File: src/hdl/pfd_pkg.sv
// ----------------------------------------------------------------------------
// pfd_pkg: shared types of the packet frame decoder
// Frame status codes and the result item that leaves the decoder.
// ----------------------------------------------------------------------------
package pfd_pkg;

  // Frame status codes, in order of the reported outcome.
  typedef enum logic [2:0] {
    ST_OK    = 3'd0,
    ST_SHORT = 3'd1,
    ST_SOF   = 3'd2,
    ST_BIG   = 3'd3,
    ST_CRC   = 3'd4
  } pfd_status_e;

  // Register indexes on the configuration port.
  localparam logic CFG_SOF_VALUE = 1'b0;
  localparam logic CFG_MAX_LEN   = 1'b1;

  // Result kinds.
  localparam logic KIND_PAYLOAD = 1'b0;
  localparam logic KIND_STATUS  = 1'b1;

  // One result item.
  typedef struct packed {
    logic        kind;
    logic [15:0] payload_length;
    logic [7:0]  sequence_res;
    logic [7:0]  command;
    pfd_status_e frame_status;
    logic [7:0]  payload_byte;
  } pfd_result_t;

endpackage

File: src/hdl/pfd_out_skid.sv
// ----------------------------------------------------------------------------
// pfd_out_skid: output register with skid stage
// Holds result items for the master side so that the decoder keeps taking
// bytes while a result waits; the ready toward the decoder is registered.
// ----------------------------------------------------------------------------
module pfd_out_skid (
  input  logic                clk_i,
  input  logic                rst_ni,
  input  logic                in_valid_i,
  input  logic                in_accept_i,
  input  pfd_pkg::pfd_result_t in_data_i,
  output logic                in_ready_o,
  output logic                out_valid_o,
  input  logic                out_ready_i,
  output pfd_pkg::pfd_result_t out_data_o
);

  logic                 main_valid_q;
  logic                 skid_valid_q;
  pfd_pkg::pfd_result_t main_q;
  pfd_pkg::pfd_result_t skid_q;
  logic                 push;

  // A result is only pushed when the upstream item is actually accepted.
  assign push = in_valid_i & in_accept_i;

  always_ff @(posedge clk_i or negedge rst_ni) begin
    if (!rst_ni) begin
      main_valid_q <= 1'b0;
      skid_valid_q <= 1'b0;
    end else if (!main_valid_q || out_ready_i) begin
      if (skid_valid_q) begin
        main_valid_q <= 1'b1;
        skid_valid_q <= 1'b0;
      end else begin
        main_valid_q <= push;
      end
    end else if (push) begin
      skid_valid_q <= 1'b1;
    end
  end

  always_ff @(posedge clk_i) begin
    if (!main_valid_q || out_ready_i) begin
      main_q <= skid_valid_q ? skid_q : in_data_i;
    end else if (push) begin
      skid_q <= in_data_i;
    end
  end

  assign in_ready_o  = ~skid_valid_q;
  assign out_valid_o = main_valid_q;
  assign out_data_o  = main_q;

endmodule

File: src/hdl/packet_frame_decoder_crc16.sv
// ----------------------------------------------------------------------------
// packet_frame_decoder_crc16: byte-stream frame decoder with CRC16-CCITT
// Parses SOF, little-endian length, command, sequence, payload and a
// little-endian CRC16-CCITT (poly 0x1021, init 0xFFFF over command, sequence
// and payload), passes payload bytes out and gives one status per buffer.
// ----------------------------------------------------------------------------
//
//  Channel   Direction  Handshake                   Contents
//  s_axis    in         s_axis_tvalid/tready        tdata: data_byte; tlast: last_byte
//  m_axis    out        m_axis_tvalid/tready        tdata: payload/status fields;
//                                                   tuser: result_kind
//  cfg       in         cfg_we_i (always taken)     idx 0 sof_value, idx 1 max_payload_len
//
// The decoder takes one byte per clock cycle while s_axis_tready is high. Each
// accepted byte updates the frame state and, if it causes a result, writes that
// result into the output register (or the skid stage while it is stalled) in the same edge.
// The byte-wide CRC update and the phase logic set the combinational path.
// A skid stage behind the output register keeps s_axis_tready high for one
// more item while a result is stalled; s_axis_tready drops only once both
// output slots are full. Reset is asynchronous, active low, and returns the
// frame state and both configuration registers to their reset values.
//
module packet_frame_decoder_crc16 (
  input  logic        clk_i,
  input  logic        rst_ni,
  // Input items.
  input  logic        s_axis_tvalid,
  output logic        s_axis_tready,
  input  logic [7:0]  s_axis_tdata,   // [7:0] data_byte
  input  logic        s_axis_tlast,   // last_byte
  // Result items.
  output logic        m_axis_tvalid,
  input  logic        m_axis_tready,
  // [7:0] payload_byte, [10:8] frame_status, [18:11] command,
  // [26:19] sequence_res, [42:27] payload_length, [47:43] zero
  output logic [47:0] m_axis_tdata,
  output logic        m_axis_tuser,   // [0] result_kind
  // Configuration writes.
  input  logic        cfg_we_i,
  input  logic        cfg_idx_i,
  input  logic [15:0] cfg_data_i
);

  localparam logic [15:0] CrcPoly = 16'h1021;
  localparam logic [15:0] CrcInit = 16'hFFFF;
  localparam logic [7:0]  SofReset = 8'hAA;
  localparam logic [15:0] MaxLenReset = 16'd512;

  typedef enum logic [2:0] {
    PH_SOF,
    PH_LEN_LO,
    PH_LEN_HI,
    PH_CMD,
    PH_SEQ,
    PH_BODY,
    PH_CRC_HI
  } phase_e;

  // Byte-wide CRC16-CCITT update, MSB first.
  function automatic logic [15:0] crc_step(input logic [15:0] c, input logic [7:0] b);
    logic [15:0] r;
    r = c ^ {b, 8'h00};
    for (int i = 0; i < 8; i++) begin
      r = r[15] ? ({r[14:0], 1'b0} ^ CrcPoly) : {r[14:0], 1'b0};
    end
    return r;
  endfunction

  // Configuration registers.
  logic [7:0]  sof_value_q;
  logic [15:0] max_len_q;

  // Frame state.
  phase_e      phase_q, phase_d;
  logic [15:0] crc_q, crc_d;
  logic [15:0] len_q, len_d;
  logic [15:0] cnt_q, cnt_d;
  logic [7:0]  cmd_q, cmd_d;
  logic [7:0]  seq_q, seq_d;
  logic [7:0]  crc_lo_q, crc_lo_d;
  logic        sof_bad_q, sof_bad_d;
  logic        done_q, done_d;

  logic                 in_accept;
  logic                 res_valid;
  pfd_pkg::pfd_result_t res;
  pfd_pkg::pfd_result_t out_res;
  logic                 bad;
  logic                 status_now;
  logic [15:0]          rx_crc;

  // Build a status item from the holds as they stand.
  function automatic pfd_pkg::pfd_result_t mk_status(input pfd_pkg::pfd_status_e st,
                                                     input logic [7:0] c,
                                                     input logic [7:0] s,
                                                     input logic [15:0] l);
    pfd_pkg::pfd_result_t r;
    r.kind           = pfd_pkg::KIND_STATUS;
    r.payload_byte   = 8'd0;
    r.frame_status   = st;
    r.command        = (st == pfd_pkg::ST_OK) ? c : 8'd0;
    r.sequence_res   = (st == pfd_pkg::ST_OK) ? s : 8'd0;
    r.payload_length = (st == pfd_pkg::ST_OK || st == pfd_pkg::ST_BIG ||
                        st == pfd_pkg::ST_CRC) ? l : 16'd0;
    return r;
  endfunction

  assign in_accept = s_axis_tvalid & s_axis_tready;
  assign bad       = sof_bad_q | (len_q > max_len_q);
  assign rx_crc    = {s_axis_tdata, crc_lo_q};

  always_comb begin
    phase_d    = phase_q;
    crc_d      = crc_q;
    len_d      = len_q;
    cnt_d      = cnt_q;
    cmd_d      = cmd_q;
    seq_d      = seq_q;
    crc_lo_d   = crc_lo_q;
    sof_bad_d  = sof_bad_q;
    done_d     = done_q;
    status_now = 1'b0;
    res_valid  = 1'b0;
    res        = mk_status(pfd_pkg::ST_SHORT, cmd_q, seq_q, len_q);

    if (!done_q) begin
      case (phase_q)
        PH_LEN_LO: begin
          len_d   = {8'd0, s_axis_tdata};
          phase_d = PH_LEN_HI;
        end
        PH_LEN_HI: begin
          len_d   = {s_axis_tdata, len_q[7:0]};
          phase_d = PH_CMD;
        end
        PH_CMD: begin
          cmd_d   = s_axis_tdata;
          crc_d   = crc_step(crc_q, s_axis_tdata);
          phase_d = PH_SEQ;
        end
        PH_SEQ: begin
          seq_d   = s_axis_tdata;
          crc_d   = crc_step(crc_q, s_axis_tdata);
          cnt_d   = 16'd0;
          phase_d = PH_BODY;
        end
        PH_BODY: begin
          if (bad) begin
            // The first body byte of a bad frame is swallowed; the next one
            // carries the bad-SOF or too-big status.
            if (cnt_q != 16'd0) begin
              res = mk_status(sof_bad_q ? pfd_pkg::ST_SOF : pfd_pkg::ST_BIG,
                              cmd_q, seq_q, len_q);
              status_now = 1'b1;
            end else begin
              cnt_d = 16'd1;
            end
          end else if (cnt_q < len_q) begin
            crc_d              = crc_step(crc_q, s_axis_tdata);
            cnt_d              = cnt_q + 16'd1;
            res.kind           = pfd_pkg::KIND_PAYLOAD;
            res.payload_byte   = s_axis_tdata;
            res.frame_status   = pfd_pkg::ST_OK;
            res.command        = 8'd0;
            res.sequence_res   = 8'd0;
            res.payload_length = 16'd0;
            res_valid          = 1'b1;
          end else begin
            crc_lo_d = s_axis_tdata;
            phase_d  = PH_CRC_HI;
          end
        end
        PH_CRC_HI: begin
          if (bad) begin
            res = mk_status(sof_bad_q ? pfd_pkg::ST_SOF : pfd_pkg::ST_BIG,
                            cmd_q, seq_q, len_q);
          end else begin
            res = mk_status((rx_crc == crc_q) ? pfd_pkg::ST_OK : pfd_pkg::ST_CRC,
                            cmd_q, seq_q, len_q);
          end
          status_now = 1'b1;
        end
        PH_SOF: begin
          sof_bad_d = (s_axis_tdata != sof_value_q);
          crc_d     = CrcInit;
          phase_d   = PH_LEN_LO;
        end
        default: begin
          phase_d = PH_SOF;
        end
      endcase

      if (status_now) begin
        done_d    = 1'b1;
        res_valid = 1'b1;
      end else if (s_axis_tlast) begin
        // The buffer ended before any outcome: a short status takes the item,
        // even if the byte would otherwise have been a payload byte.
        res       = mk_status(pfd_pkg::ST_SHORT, cmd_d, seq_d, len_d);
        res_valid = 1'b1;
      end
    end

    // The last byte of a buffer always returns the frame to its start.
    if (s_axis_tlast) begin
      phase_d   = PH_SOF;
      crc_d     = CrcInit;
      len_d     = 16'd0;
      cnt_d     = 16'd0;
      cmd_d     = 8'd0;
      seq_d     = 8'd0;
      crc_lo_d  = 8'd0;
      sof_bad_d = 1'b0;
      done_d    = 1'b0;
    end
  end

  always_ff @(posedge clk_i or negedge rst_ni) begin
    if (!rst_ni) begin
      phase_q   <= PH_SOF;
      crc_q     <= CrcInit;
      len_q     <= 16'd0;
      cnt_q     <= 16'd0;
      cmd_q     <= 8'd0;
      seq_q     <= 8'd0;
      crc_lo_q  <= 8'd0;
      sof_bad_q <= 1'b0;
      done_q    <= 1'b0;
    end else if (in_accept) begin
      phase_q   <= phase_d;
      crc_q     <= crc_d;
      len_q     <= len_d;
      cnt_q     <= cnt_d;
      cmd_q     <= cmd_d;
      seq_q     <= seq_d;
      crc_lo_q  <= crc_lo_d;
      sof_bad_q <= sof_bad_d;
      done_q    <= done_d;
    end
  end

  // Configuration registers take a write on every enabled edge.
  always_ff @(posedge clk_i or negedge rst_ni) begin
    if (!rst_ni) begin
      sof_value_q <= SofReset;
      max_len_q   <= MaxLenReset;
    end else if (cfg_we_i) begin
      case (cfg_idx_i)
        pfd_pkg::CFG_SOF_VALUE: sof_value_q <= cfg_data_i[7:0];
        pfd_pkg::CFG_MAX_LEN:   max_len_q   <= cfg_data_i;
        default: ;
      endcase
    end
  end

  pfd_out_skid u_out_skid (
    .clk_i       (clk_i),
    .rst_ni      (rst_ni),
    .in_valid_i  (res_valid),
    .in_accept_i (in_accept),
    .in_data_i   (res),
    .in_ready_o  (s_axis_tready),
    .out_valid_o (m_axis_tvalid),
    .out_ready_i (m_axis_tready),
    .out_data_o  (out_res)
  );

  assign m_axis_tdata = {5'd0, out_res.payload_length, out_res.sequence_res,
                         out_res.command, out_res.frame_status, out_res.payload_byte};
  assign m_axis_tuser = out_res.kind;

endmodule
File: config.mk
export PLATFORM = sky130hd
export DESIGN_NAME = packet_frame_decoder_crc16
export DESIGN_NICKNAME = d
export VERILOG_FILES = /design/src/hdl/pfd_pkg.sv /design/src/hdl/pfd_out_skid.sv /design/src/hdl/packet_frame_decoder_crc16.sv
export SDC_FILE = /design/constraint.sdc
export NUM_CORES = 1
export LEC_CHECK = 0
export ABC_AREA = 0
export BUFFER_PORTS_ARGS = -buffer_cell sky130_fd_sc_hd__buf_2
export CORE_UTILIZATION = 65
export CTS_BUF_LIST = sky130_fd_sc_hd__clkbuf_8 sky130_fd_sc_hd__clkbuf_16
export CTS_CLUSTER_DIAMETER = 150
export CTS_CLUSTER_SIZE = 14
export DETAILED_ROUTE_END_ITERATION = 10
export GPL_TIMING_DRIVEN = 0
export PLACE_DENSITY = 0.91
export SYNTH_ARGS = -nofsm -noshare
export SYNTH_HDL_FRONTEND = slang
export SYNTH_SLANG_ARGS = --single-unit
File: constraint.sdc
create_clock -name clk_i -period 9 [get_ports clk_i]
set_clock_uncertainty 0.15 [all_clocks]
set_input_delay 0.45 -clock clk_i [delete_from_list [all_inputs] [get_ports clk_i]]
set_output_delay 0.45 -clock clk_i [all_outputs]
set_load 0.02 [all_outputs]
==> results, run 1 <==
- The most used flip-flop cell after synthesis is sky130_fd_sc_hd__edfxtp_1.
- Summing the areas of all compound-gate instances in the mapped netlist gives 9.832% of the synthesized area.
- The first-pass iteration count of the detailed router is 7.
- With fillers left out, the area of the finished cells amounts to about 11000 um^2.
- Internal power comes to 1.655 mW.
- The post-placement cell area is 10210 um^2.
- The cell type contributing the most total cell area after synthesis is sky130_fd_sc_hd__edfxtp_1.
- Synthesis produced a netlist whose cell count is 810.
- The total leakage power is 4.614 nW.
- The highest ir drop seen on vdd is around 0.14 mV.
- The die is 123.1 um tall.
- The final layout contains routed wiring with a total length of 22350 um.
- The max-cap check violation count is 0.
- The clock network fraction of design power is approximately 33%.
- The type of the worst setup path is register to register.
- The number of pins with negative max-slew slack in the final report came to 0.
- Entering global routing, the biggest net connects 59 pins.
- After floorplanning, the core was divided into 43 placement rows.
- For this block, the initial DRC count from the detailed router was 576.
- The total setup buffers inserted after CTS is 0.
- The final critical path takes up a little under half of the cycle.
- The sequential share of power is a little under half.
- Synthesis inferred 191 register bits.
- Summing every instance area after synthesis gives about 9500 um^2.
- The number of cells on the worst reg-to-reg path is 10.
- The worst setup path is captured at a register.
- Of all flip-flops after synthesis, the portion carrying an async set or reset was 53.93%.
- The die width is between 100 and 150 um.
- The average wire per standard cell is 20.32 um.
- The number of global-route vias before repair is 6912.
- CTS built an H-tree with a depth of 4.
- The power spent charging and discharging nets is 0.7456 mW.
- The number of vias per cell after detailed routing is 6.267.
- The fraction of power spent switching nets is 31.06%.
- The sum of net half-perimeters after detailed placement is 15000 um.
- After routing, the total negative slack on setup checks comes to 0 ns.
- Counting distinct cell types in the post-synthesis netlist gives 62.
- Global routing used 31.89% of the available tracks.
- Clock-pin slew was measured on the worst setup and hold paths at 0.07 ns.
- The share of the synthesized netlist area taken by xor and xnor gates is 3.767%.
- The number of endpoints with negative hold slack in the final report is 0.
- The layout overhead on the synthesized area is 13.84%.
- The type of element launching the critical path is a register.
- The I/O pin total is between 80 and 90.
- After synthesis, the largest family of logic cells by area is simple AND/OR/NAND/NOR gates.
- The count of placed standard cells including taps is between 1000 and 1500.
- The number of diodes is 0.
- The number of warnings printed during yosys synthesis is 0.
- Derived from the worst setup path, the maximum achievable clock frequency is 0.2438 GHz.
- The ratio of total power to cell area is between 200 and 250 nW/um^2.
- In the routed design, unresolved DRC markers number 0.
- The CTS tree is yes.
- Once the floorplan was initialized, standard cells occupied 67.62% of the core.
- The wire length of the first global-routing pass is 36010 um.
- The core region is roughly 14000 um^2.
- At the pin with the least slew margin, the transition time is 1.003 ns.
- The post-synthesis adder-cell area fraction is 4.332%.
- The detailed router placed 6894 vias in this run.
- A synthesized cell averages 11.77 um^2.
- The number of antenna violations at the first check in global routing was 0.
- In this run the tightest slew margin relative to its limit is 32.90%.
- Buffers placed on the I/O ports in this run total 68.
- The number of CTS-inserted buffers is 17.
- The run finished with clean final reports.
- Yosys mapped a number of flops with a built-in enable equal to 88.
- The clock reaches the later pin of the worst-skew pair after 0.45 ns.
- For this design, the sink count on the clock tree is 191.
- The worst path in the final design needs a cycle of 4.102 ns, including I/O delays and setup.
- Combinational logic is responsible for 19.6% of the overall power.
- The worst hold path stage count is 2.
- The ratio of cells with drive above 1 in the final layout is approximately 24%.
- The aggregate global routing overflow is 0.
- By area the synthesized netlist is led by sky130_fd_sc_hd__edfxtp_1, sky130_fd_sc_hd__dfrtp_1, sky130_fd_sc_hd__mux2_2.
- For this run, the number of standard cells in the final layout without fillers is 1100.
- The final RePlAce weighted congestion is 0.9452.
- The floorplan die area is 15150 um^2.
- The sequential fraction of the synthesis area is 55.04%.
- After the last flow step, the layout net total stands at ~970.
- The critical-path maximum fanout is 13.
- The worst endpoint data arrival time is 4.11 ns.
- Of the post-synthesis cell area, the dominant cell type holds 27.72%.
- The worst hold path class is input port to register.
- At the worst endpoint, the required time is 9.01 ns.
- The number of nets with antenna violations after detailed routing is 0.
- Setup repair after global routing left no endpoint under its margin.
- The post-synthesis simple-gate area fraction is 12.50%.
- The final setup violation count is 0.
- The mux cell area share after synthesis is between 10% and 20%.
- The cell sitting at the root of the clock tree is a sky130_fd_sc_hd__clkbuf_16.
- The buffer depth of the longest clock path is 2.
[final timing paths]
kind	startpoint	to	slack [ns]
max	len_q[14]	u_out_skid.skid_q[33]	4.90
min	cfg_data_i[11]	max_len_q[11]	0.08
max reg2reg	len_q[14]	u_out_skid.skid_q[33]	4.90
min reg2reg	max_len_q[3]	max_len_q[3]	0.36
max in group asynchronous	rst_ni	crc_q[0]	7.56
min in group asynchronous	rst_ni	sof_value_q[2]	0.41
[critical path, stage by stage (launching register included)]
cell and delay, ns:
sky130_fd_sc_hd__dfrtp_1 0.47, sky130_fd_sc_hd__ha_1 0.36, sky130_fd_sc_hd__nand4_2 0.16, sky130_fd_sc_hd__nor4_2 0.44
sky130_fd_sc_hd__a21bo_2 0.31, sky130_fd_sc_hd__a31oi_4 0.36, sky130_fd_sc_hd__a21boi_1 0.18, sky130_fd_sc_hd__o311a_1 0.19
sky130_fd_sc_hd__nor3_2 0.75, sky130_fd_sc_hd__buf_8 0.25, sky130_fd_sc_hd__buf_8 0.17
[cell usage in the layout (no fill, tap or decap), drive strengths merged, types with 14 or more instances in the layout]
master	netlist	routed
and2	25	25
xor2	24	24
nor2	18	18
nand2	73	73
o21ai	49	49
buf	11	84
dfrtp	82	82
nand3	25	25
o211ai	16	16
and3	20	20
dfstp	21	21
mux2	67	67
xnor2	17	17
inv	54	59
a21oi	16	16
ha	33	33
mux2i	24	24
clkbuf	31	48
o22a	14	14
edfxtp	88	88
[metrics by stage]
stage	power, mW	worst slack (ns)	hold slack (ns)	util, %
after global routing	2.499	4.696	0.08729	76.98
after CTS	2.396	4.932	0.08183	76.98
after detailed placement	1.600	5.000	0.3447	72.44
final	2.401	4.898	0.08430	76.98
after floorplan	1.457	3.233	0.004409	-
after global placement	1.566	1.791	0.3280	71.74
[cell usage after synthesis (all sizes together) (4+ instances only)]
library cell / number
ha: 33
nor2b: 5
inv: 54
mux2: 67
a21boi: 4
or4: 7
o21ai: 49
xnor2: 17
a22o: 8
and3: 20
nand4: 8
clkbuf: 31
o211ai: 16
mux2i: 24
buf: 11
nor2: 18
or3: 9
nand3: 25
nor4: 12
edfxtp: 88
dfstp: 21
and2: 25
a211oi: 5
dfrtp: 82
o22a: 14
nor3: 8
a21oi: 16
nand2b: 4
o31ai: 4
nand2: 73
xor2: 24
[sequential cells by signal, summed over array words and instances, names as in the netlist]
register                 cells
len_q                       16
crc_q                       16
done_q                       1
u_out_skid.skid_q           44
sof_bad_q                    1
phase_q                      3
cnt_q                       16
cmd_q                        8
u_out_skid.skid_valid_q      1
u_out_skid.out_data_o       44
sof_value_q                  8
max_len_q                   16
u_out_skid.out_valid_o       1
seq_q                        8
crc_lo_q                     8
[logic make-up (layout without fill, tap and decap cells)]
family | count (synthesis) | in the layout
AO/OA/AOI/OAI | 135 | 135
XOR/XNOR | 41 | 41
adder cells (fa/ha/maj) | 33 | 33
buffers and inverters | 96 | 202
flip-flops | 191 | 191
multiplexers | 91 | 91
other | 1 | 5
AND/OR/NAND/NOR | 222 | 222
[area by class of cell]
type | count | area, um^2
plain buffers | 42 | 183.9
clock buffers | 17 | 425.4
clock inverters | 15 | 203.9
fillers | 818 | 3246
inverters | 54 | 202.7
multi-input cells | 527 | 3921
flip-flops and latches | 191 | 5246
well taps | 180 | 225.2
repair buffers | 74 | 441.7
[routing by layer]
layer | vias to the layer above | GRT usage, % | part of all wire [%]
met5 | - | 0 | 0
met1 | 3384 | 41.55 | 40
met3 | 65 | 5.904 | 7.5
met4 | 0 | 14.61 | 3.3
li1 | 3106 | - | -
met2 | 339 | 52.14 | 49
[power by group through the flow]
stage               sequential, mW  clock [mW]  combinational, mW
floorplan                     1.14           0              0.313
global placement              1.14           0              0.427
detailed placement            1.15           0              0.454
CTS                           1.13       0.797              0.468
global route                  1.15       0.833              0.520
finish                        1.13       0.795              0.471
[repair_timing]
action,4_1_cts,5_1_grt
hold buffers,1,0
gates resized for setup,0,0
endpoints found under the hold margin,27,0
Note: power is estimated with default switching activity, not from simulation.
==> run 2, diff against run 1 <==
--- a/config.mk
+++ b/config.mk
@@ -7,13 +7,13 @@
 export LEC_CHECK = 0
 export ABC_AREA = 0
 export BUFFER_PORTS_ARGS = -buffer_cell sky130_fd_sc_hd__buf_2
-export CORE_UTILIZATION = 65
+export CORE_UTILIZATION = 60
 export CTS_BUF_LIST = sky130_fd_sc_hd__clkbuf_8 sky130_fd_sc_hd__clkbuf_16
 export CTS_CLUSTER_DIAMETER = 150
 export CTS_CLUSTER_SIZE = 14
 export DETAILED_ROUTE_END_ITERATION = 10
 export GPL_TIMING_DRIVEN = 0
-export PLACE_DENSITY = 0.91
+export PLACE_DENSITY = 0.85
 export SYNTH_ARGS = -nofsm -noshare
 export SYNTH_HDL_FRONTEND = slang
 export SYNTH_SLANG_ARGS = --single-unit
==> constraint.sdc (replaced) <==
create_clock -name clk_i -period 4.23 [get_ports clk_i]
set_clock_uncertainty 0.15 [all_clocks]
set_input_delay 0.2115 -clock clk_i [delete_from_list [all_inputs] [get_ports clk_i]]
set_output_delay 0.2115 -clock clk_i [all_outputs]
set_load 0.02 [all_outputs]
==> run 2 against run 1 <==
Critical path type unchanged. Sequential cell count unchanged. Sequential share of layout area decreased by 1.0 points. Global-route usage decreased by 4.2 points. Power rose by 110%. Maximum frequency up 4.9%. Sequential power rose by 110%. Via count is 1.4% lower. Setup slack lost 4.6 ns. Count of clock-buffer cells in the layout rose by 2. Cell count rose by 4.4%.
==> results, run 2 (synthesis gave the netlist of run 1 again) <==
- The number of nets with antenna violations after detailed routing is 0 (unchanged).
- The final setup violation count is 0 (unchanged).
- The number of diodes is 0 (unchanged).
- The post-placement setup slack came to 0.3612 ns (-4.638 ns).
- The initial core utilization was 62.01% (-5.6 points).
- The routed wire length is 20980 um (-6.1%).
- The worst slew margin relative to its limit is 40.51% (+7.6 points).
- The number of CTS-inserted buffers is 17 (unchanged).
- The die width is 128.0 um (+4.0%).
- The total number of nets in the final design is 988 (+1.8%).
- The CTS tree is yes.
- The sum of net half-perimeters after detailed placement is 14490 um (-3.3%).
- The combined global-route utilization of all metal layers came to 27.68% (-4.2 points).
- The final critical-path share of the clock period is 92.41% (+47 points).
- The ratio of cells with drive above 1 in the final layout is 24.55% (+0.42 points).
- The element type at the critical path end is a register.
- The clock edge transition at the registers on the reported setup and hold paths is 0.06 ns (about the same).
- The number of vias per cell after detailed routing is 5.922 (-5.5%).
- The number of pins with negative max-slew slack in the final report is 0 (unchanged).
- In this run the clock root is driven by a sky130_fd_sc_hd__clkbuf_16.
- The number of global-route vias before repair was 6746 (-2.4%).
- STA classifies the critical path startpoint as a register.
- The first-pass iteration count of the detailed router is 4 (-3).
- The average wire per standard cell is 18.28 um (-10%).
- The run finished with clean final reports.
- The maximum frequency from static timing analysis is 0.2558 GHz (+4.9%).
- The number of H-tree branching levels is 4 (unchanged).
- The I/O pin total is 82 (unchanged).
- The iteration-0 DRC count of the detailed router was 510 (-11%).
- The required arrival time at the worst endpoint is 4.22 ns (-4.79 ns).
- The number of clock sinks is 191 (unchanged).
- The critical-path maximum fanout came to 14 (+1).
- The placeable core area came to 15370 um^2 (+9.0%).
- The final routed DRC violation total was 0 (unchanged).
- The ratio of total power to cell area is 456.0 nW/um^2 (+110%).
- The floorplan die area is 16390 um^2 (+8.2%).
- The wire length of the first global-routing pass came to 34400 um (-4.5%).
- The final worst setup slack came to 0.3211 ns (-4.577 ns).
- The clock period minus final worst setup slack was 3.909 ns (-0.1934 ns).
- The number of endpoints with negative hold slack in the final report is 0 (unchanged).
- The library cells used most frequently in the layout, excluding fill and tap cells, are sky130_fd_sc_hd__edfxtp_1, sky130_fd_sc_hd__dfrtp_1, sky130_fd_sc_hd__buf_2, sky130_fd_sc_hd__nand2_1, sky130_fd_sc_hd__mux2_2.
- The row count is 45 (+4.7%).
- The final cell count without fillers is 1148 (+4.4%).
- The maximum number of pins on one net before global-route repair is 73 (+24%).
- The layout overhead on the synthesized area is 16.34%.
- The worst hold path belongs to the class input port to register.
- The buffer depth of the longest clock path is 2 (unchanged).
- The type of the worst setup path is register to register.
- The number of antenna violations at the first check in global routing is 0 (unchanged).
- The chip height is 128.0 um (+4.0%).
- The number of buffers inserted by port buffering was 68 (unchanged).
- The total leakage power was 4.682 nW (+1.5%).
- The vias after detailed routing is 6798 (-1.4%).
- The count of placed standard cells including taps is 1098 (+2.9%).
- The final RePlAce weighted congestion is 0.9605 (+1.6%).
- The max-cap check violation count is 0 (unchanged).
- Setup repair after global routing left no endpoint under its margin.
- The worst endpoint data arrival time is 3.90 ns (-0.21 ns).
- The source-to-sink clock delay at the later pin of the worst-skew pair is 0.44 ns (about the same).
- The most common cell after layout, fill and taps aside is sky130_fd_sc_hd__edfxtp_1.
- The slew at the pin with the worst max-slew slack is 0.8923 ns (-0.1105 ns).
- The aggregate global routing overflow is 0 (unchanged).
- The highest ir drop seen on vdd is 0.3471 mV (+150%).
[run 2: path summary, 6_finish.rpt]
kind	cells after the start	slack, ns	to	start
max	10	0.32	u_out_skid.skid_q[34]	len_q[5]
min	3	0.02	len_q[7]	s_axis_tdata[7]
max reg2reg	10	0.32	u_out_skid.skid_q[34]	len_q[5]
min reg2reg	2	0.35	seq_q[1]	seq_q[1]
max in group asynchronous	3	3.08	crc_q[6]	rst_ni
min in group asynchronous	2	0.12	max_len_q[15]	rst_ni
[run 2: cell type report]
cell class,count,area (um^2)
Sequential cell,191,5246
Timing Repair Buffer,91,604.3
Tap cell,211,264.0
Clock buffer,19,452.9
Inverter,54,202.7
Multi-Input combinational cell,527,3978
Clock inverter,13,151.4
Fill cell,1029,4282
Buffer,42,190.2
[run 2: through the flow]
stage	util (%)	hold slack [ns]	area, um^2	TNS, ns	power, mW
6_report	72.14	0.02285	11090	0	5.057
5_1_grt	72.14	0.04167	11090	0	5.262
4_1_cts	72.14	0.01193	11090	0	5.068
3_5_place_dp	67.04	0.04063	10300	0	3.418
3_3_place_gp	66.45	0.2937	10210	-128.08	3.356
2_1_floorplan	-	-0.2341	9609	-62.41	3.118
[run 2: power breakdown]
part           switching (mW)  leakage (nW)  internal, mW
clock                   0.719         0.299         0.917
sequential              0.198          2.17          2.21
combinational           0.586          2.21         0.422
[run 2: layer usage]
metal  wire [um]  share of wire (%)  track usage [%]  up-vias
li1            -                  -                -     3148
met1        9192                 44            37.45     3365
met2       10070                 48            44.57      240
met3        1138                5.4            4.299       45
met4         578                2.8            12.18        0
met5           0                  0                0        -
[run 2: timing repair]
item                                   4_1_cts  5_1_grt
setup buffers                                0        0
resized for setup                            0        0
endpoints found under the hold margin       57        0
hold buffers                                18        0
[run 2: worst max-delay path: stages, from the launching register on]
cell and delay [ns]:
sky130_fd_sc_hd__dfrtp_1 0.47, sky130_fd_sc_hd__ha_1 0.34, sky130_fd_sc_hd__nand4_1 0.11, sky130_fd_sc_hd__nor4_2 0.39
sky130_fd_sc_hd__a21bo_2 0.30, sky130_fd_sc_hd__a31oi_4 0.41, sky130_fd_sc_hd__a21boi_2 0.14, sky130_fd_sc_hd__o311a_1 0.19
sky130_fd_sc_hd__nor3_2 0.64, sky130_fd_sc_hd__buf_6 0.27, sky130_fd_sc_hd__buf_6 0.19
==> run 3, diff against run 2 <==
==> constraint.sdc (replaced) <==
create_clock -name clk_i -period 4.23 [get_ports clk_i]
set_clock_uncertainty 0.15 [all_clocks]
set_input_delay 0.6345 -clock clk_i [delete_from_list [all_inputs] [get_ports clk_i]]
set_output_delay 0.6345 -clock clk_i [all_outputs]
set_load 0.02 [all_outputs]
==> run 3 against run 2 <==
The flow now finishes with violations (hold timing). Utilization decreased by 1.2 points. Worst hold slack got worse by 0.028 ns. Cell count decreased by 1.6%.
==> results, run 3 (synthesis gave the netlist of run 1 again) <==
- The floorplan die area came to 16390 um^2 (unchanged).
- The aggregate global routing overflow is 0 (unchanged).
- The number of pins with negative max-slew slack in the final report is 0 (unchanged).
- The ratio of total power to cell area is 462.4 nW/um^2 (+1.4%).
- The wire length of the first global-routing pass is 34130 um (-0.78%).
- The average wire per standard cell came to 18.48 um (+1.1%).
- The number of antenna violations at the first check in global routing is 0 (unchanged).
- The initial core utilization came to 62.01% (unchanged).
- The number of nets with antenna violations after detailed routing is 0 (unchanged).
- The number of buffers inserted by port buffering was 68 (unchanged).
- The total negative slack is 0 ns (unchanged).
- The checks that failed: hold timing.
- The element type at the critical path end is a register.
- The number of vias per cell after detailed routing was 5.946 (+0.41%).
- The worst endpoint data arrival time was 3.89 ns (about the same).
- The hold-fix buffer count after cts was 0 (-18).
- The met2 layer wire length in the routed design is 10060 um (-0.15%).
- The met3 layer wire length in the routed design came to 1171 um (+2.9%).
- After detailed routing, no signal wire sits above met4.
- The slowest stage of the critical path is the sky130_fd_sc_hd__nor3_2 cell.
- The I/O pin total came to 82 (unchanged).
- The layout overhead on the synthesized area is 14.45%.
- The clock edge transition at the registers on the reported setup and hold paths is 0.06 ns (about the same).
- The combined buffer and inverter count along the critical path is 2 (unchanged).
- The number of cells on the worst reg-to-reg path is 10 (unchanged).
- The ratio of cells with drive above 1 in the final layout is 25.03% (+0.48 points).
- The number of diodes came to 0 (unchanged).
- The multi-input gate area in the final layout is 3978 um^2 (unchanged).
- The maximum number of pins on one net before global-route repair came to 73 (unchanged).
- The chip height came to 128.0 um (unchanged).
- The total number of nets in the final design is 970 (-1.8%).
- The internal power consumption is 3.542 mW (-0.31%).
- The critical path depth is 10 (unchanged).
- The hold slack is -0.005414 ns (-0.02826 ns).
- The post-placement cell area came to 10300 um^2 (unchanged).
- The delay of the slowest cell on the worst path is 0.63 ns (about the same).
- The required arrival time at the worst endpoint is 4.22 ns (about the same).
- The highest ir drop seen on vdd is 0.3468 mV (-0.10%).
- The final worst setup slack was 0.3313 ns (+0.01015 ns).
- The buffer depth of the longest clock path is 2 (unchanged).
- The final RePlAce weighted congestion is 0.9605 (unchanged).
- The iteration-0 DRC count of the detailed router came to 532 (+4.3%).
- The number of clock sinks came to 191 (unchanged).
- The total leakage power was 4.607 nW (-1.6%).
- The root cell of the clock tree is sky130_fd_sc_hd__clkbuf_16.
- The sum of net half-perimeters after detailed placement is 14490 um (unchanged).
- The number of global-route vias before repair came to 6654 (-1.4%).
- The layout filler cell count is 1043 (+1.4%).
- The max-cap check violation count is 0 (unchanged).
- The post-placement setup slack was 0.3612 ns (unchanged).
- The clock network fraction of design power is 32.4% (about the same).
- STA classifies the critical path startpoint as a register.
- The placeable core area is 15370 um^2 (unchanged).
- The type of the worst setup path is register to register.
- The routed wire length is 20880 um (-0.48%).
- The summed area of non-filler cells in the final layout came to 10910 um^2 (-1.6%).
- Traced cell by cell, the critical path runs through ha_1 > nand4_1 > nor4_2 > a21bo_2 > a31oi_4 > a21boi_2 > o311a_1 > nor3_2 > buf_6 > buf_6.
- The flow ran to the end, but the final reports show violations.
- The flip-flop and latch area is 5246 um^2 (unchanged).
- The post-layout total power is 5.045 mW (-0.25%).
- The die width was 128.0 um (unchanged).
- The final critical-path share of the clock period is 92.17% (-0.24 points).
- The library cell used most frequently in the layout, excluding fill and tap cells, is sky130_fd_sc_hd__edfxtp_1.
- Setup repair after global routing left no endpoint under its margin.
- The row count is 45 (unchanged).
- The final setup violation count is 0 (unchanged).
- The first-pass iteration count of the detailed router was 5 (+1).
- The total setup buffers inserted after CTS came to 0 (unchanged).
- The combined global-route utilization of all metal layers is 27.50% (-0.18 points).
- The min-delay analysis places its worst path in the category input port to asynchronous set/reset pin.
- The source-to-sink clock delay at the later pin of the worst-skew pair is 0.44 ns (about the same).
- The final routed DRC violation total came to 0 (unchanged).
- Leaving out fill and tap cells, the most frequent cells in the layout are sky130_fd_sc_hd__edfxtp_1, sky130_fd_sc_hd__dfrtp_1, sky130_fd_sc_hd__buf_2, sky130_fd_sc_hd__nand2_1, sky130_fd_sc_hd__mux2_2.
- TritonCTS built the clock tree.
- The number of CTS-inserted buffers is 17 (unchanged).
- The fraction of power spent switching nets came to 29.78% (+0.044 points).
- The part of the power in combinational logic is 19.8% (about the same).
- The clock period minus final worst setup slack was 3.899 ns (-0.01015 ns).
- The critical-path maximum fanout is 14 (unchanged).
- The sequential share of power is 47.8% (about the same).
- The number of H-tree branching levels came to 4 (unchanged).
- The number of endpoints with negative hold slack in the final report was 13 (+13).
- The power spent charging and discharging nets is 1.502 mW (-0.10%).
- The routed metal-1 wirelength is 9118 um (-0.81%).
- The vias after detailed routing is 6719 (-1.2%).
- The worst slew margin relative to its limit came to 41.02% (+0.51 points).
- The slew at the pin with the worst max-slew slack was 0.8847 ns (-0.007623 ns).
- The family of cells with the greatest summed delay on the critical path is simple AND/OR/NAND/NOR gates.
- The post-cts resize count is 0 (unchanged).
- The cell type with the highest occurrence count on the critical path is sky130_fd_sc_hd__buf_6.
- The maximum frequency from static timing analysis is 0.2565 GHz (+0.26%).
==> run 3: final cells by class <==
cell class | instances | share of cell area, %
sequential | 191 | 48.09
multi-input combinational | 527 | 36.46
clock buffer | 19 | 4.152
timing repair buffer | 73 | 3.888
tap | 211 | 2.420
inverter | 54 | 1.858
buffer | 42 | 1.743
clock inverter | 13 | 1.388
==> run 3: power groups by stage <==
stage	Combinational, mW	Sequential (mW)	Clock (mW)
CTS	0.996	2.41	1.65
global route	1.10	2.44	1.71
detailed placement	0.979	2.44	0
finish	0.997	2.41	1.64
global placement	0.930	2.43	0
floorplan	0.682	2.44	0
==> run 3: metrics by stage <==
stage / cells / hold slack, ns / util (%)
finish: 1130 / -0.005414 / 70.97
global route: 1130 / 0.02668 / 70.97
floorplan: 814 / 0.1889 / -
detailed placement: 1098 / 0.3390 / 67.04
global placement: 1093 / 0.3279 / 66.45
CTS: 1130 / 0.003227 / 70.97
==> run 3: path summary, 6_finish.rpt <==
| check | start | endpoint | slack, ns |
|---|---|---|---|
| max | len_q[5] | u_out_skid.skid_q[34] | 0.33 |
| max in group asynchronous | rst_ni | crc_q[6] | 3.20 |
| max reg2reg | len_q[5] | u_out_skid.skid_q[34] | 0.33 |
| min | rst_ni | max_len_q[15] | -0.005 |
| min in group clk_i | cfg_data_i[11] | max_len_q[11] | 0.28 |
| min reg2reg | seq_q[1] | seq_q[1] | 0.35 |
==> run 3: metal layers <==
layer  global-route usage (%)  vias to the layer above
li1                         -                     3115
met1                    37.40                     3306
met2                    44.15                      253
met3                    4.341                       45
met4                    11.76                        0
met5                        0                        -
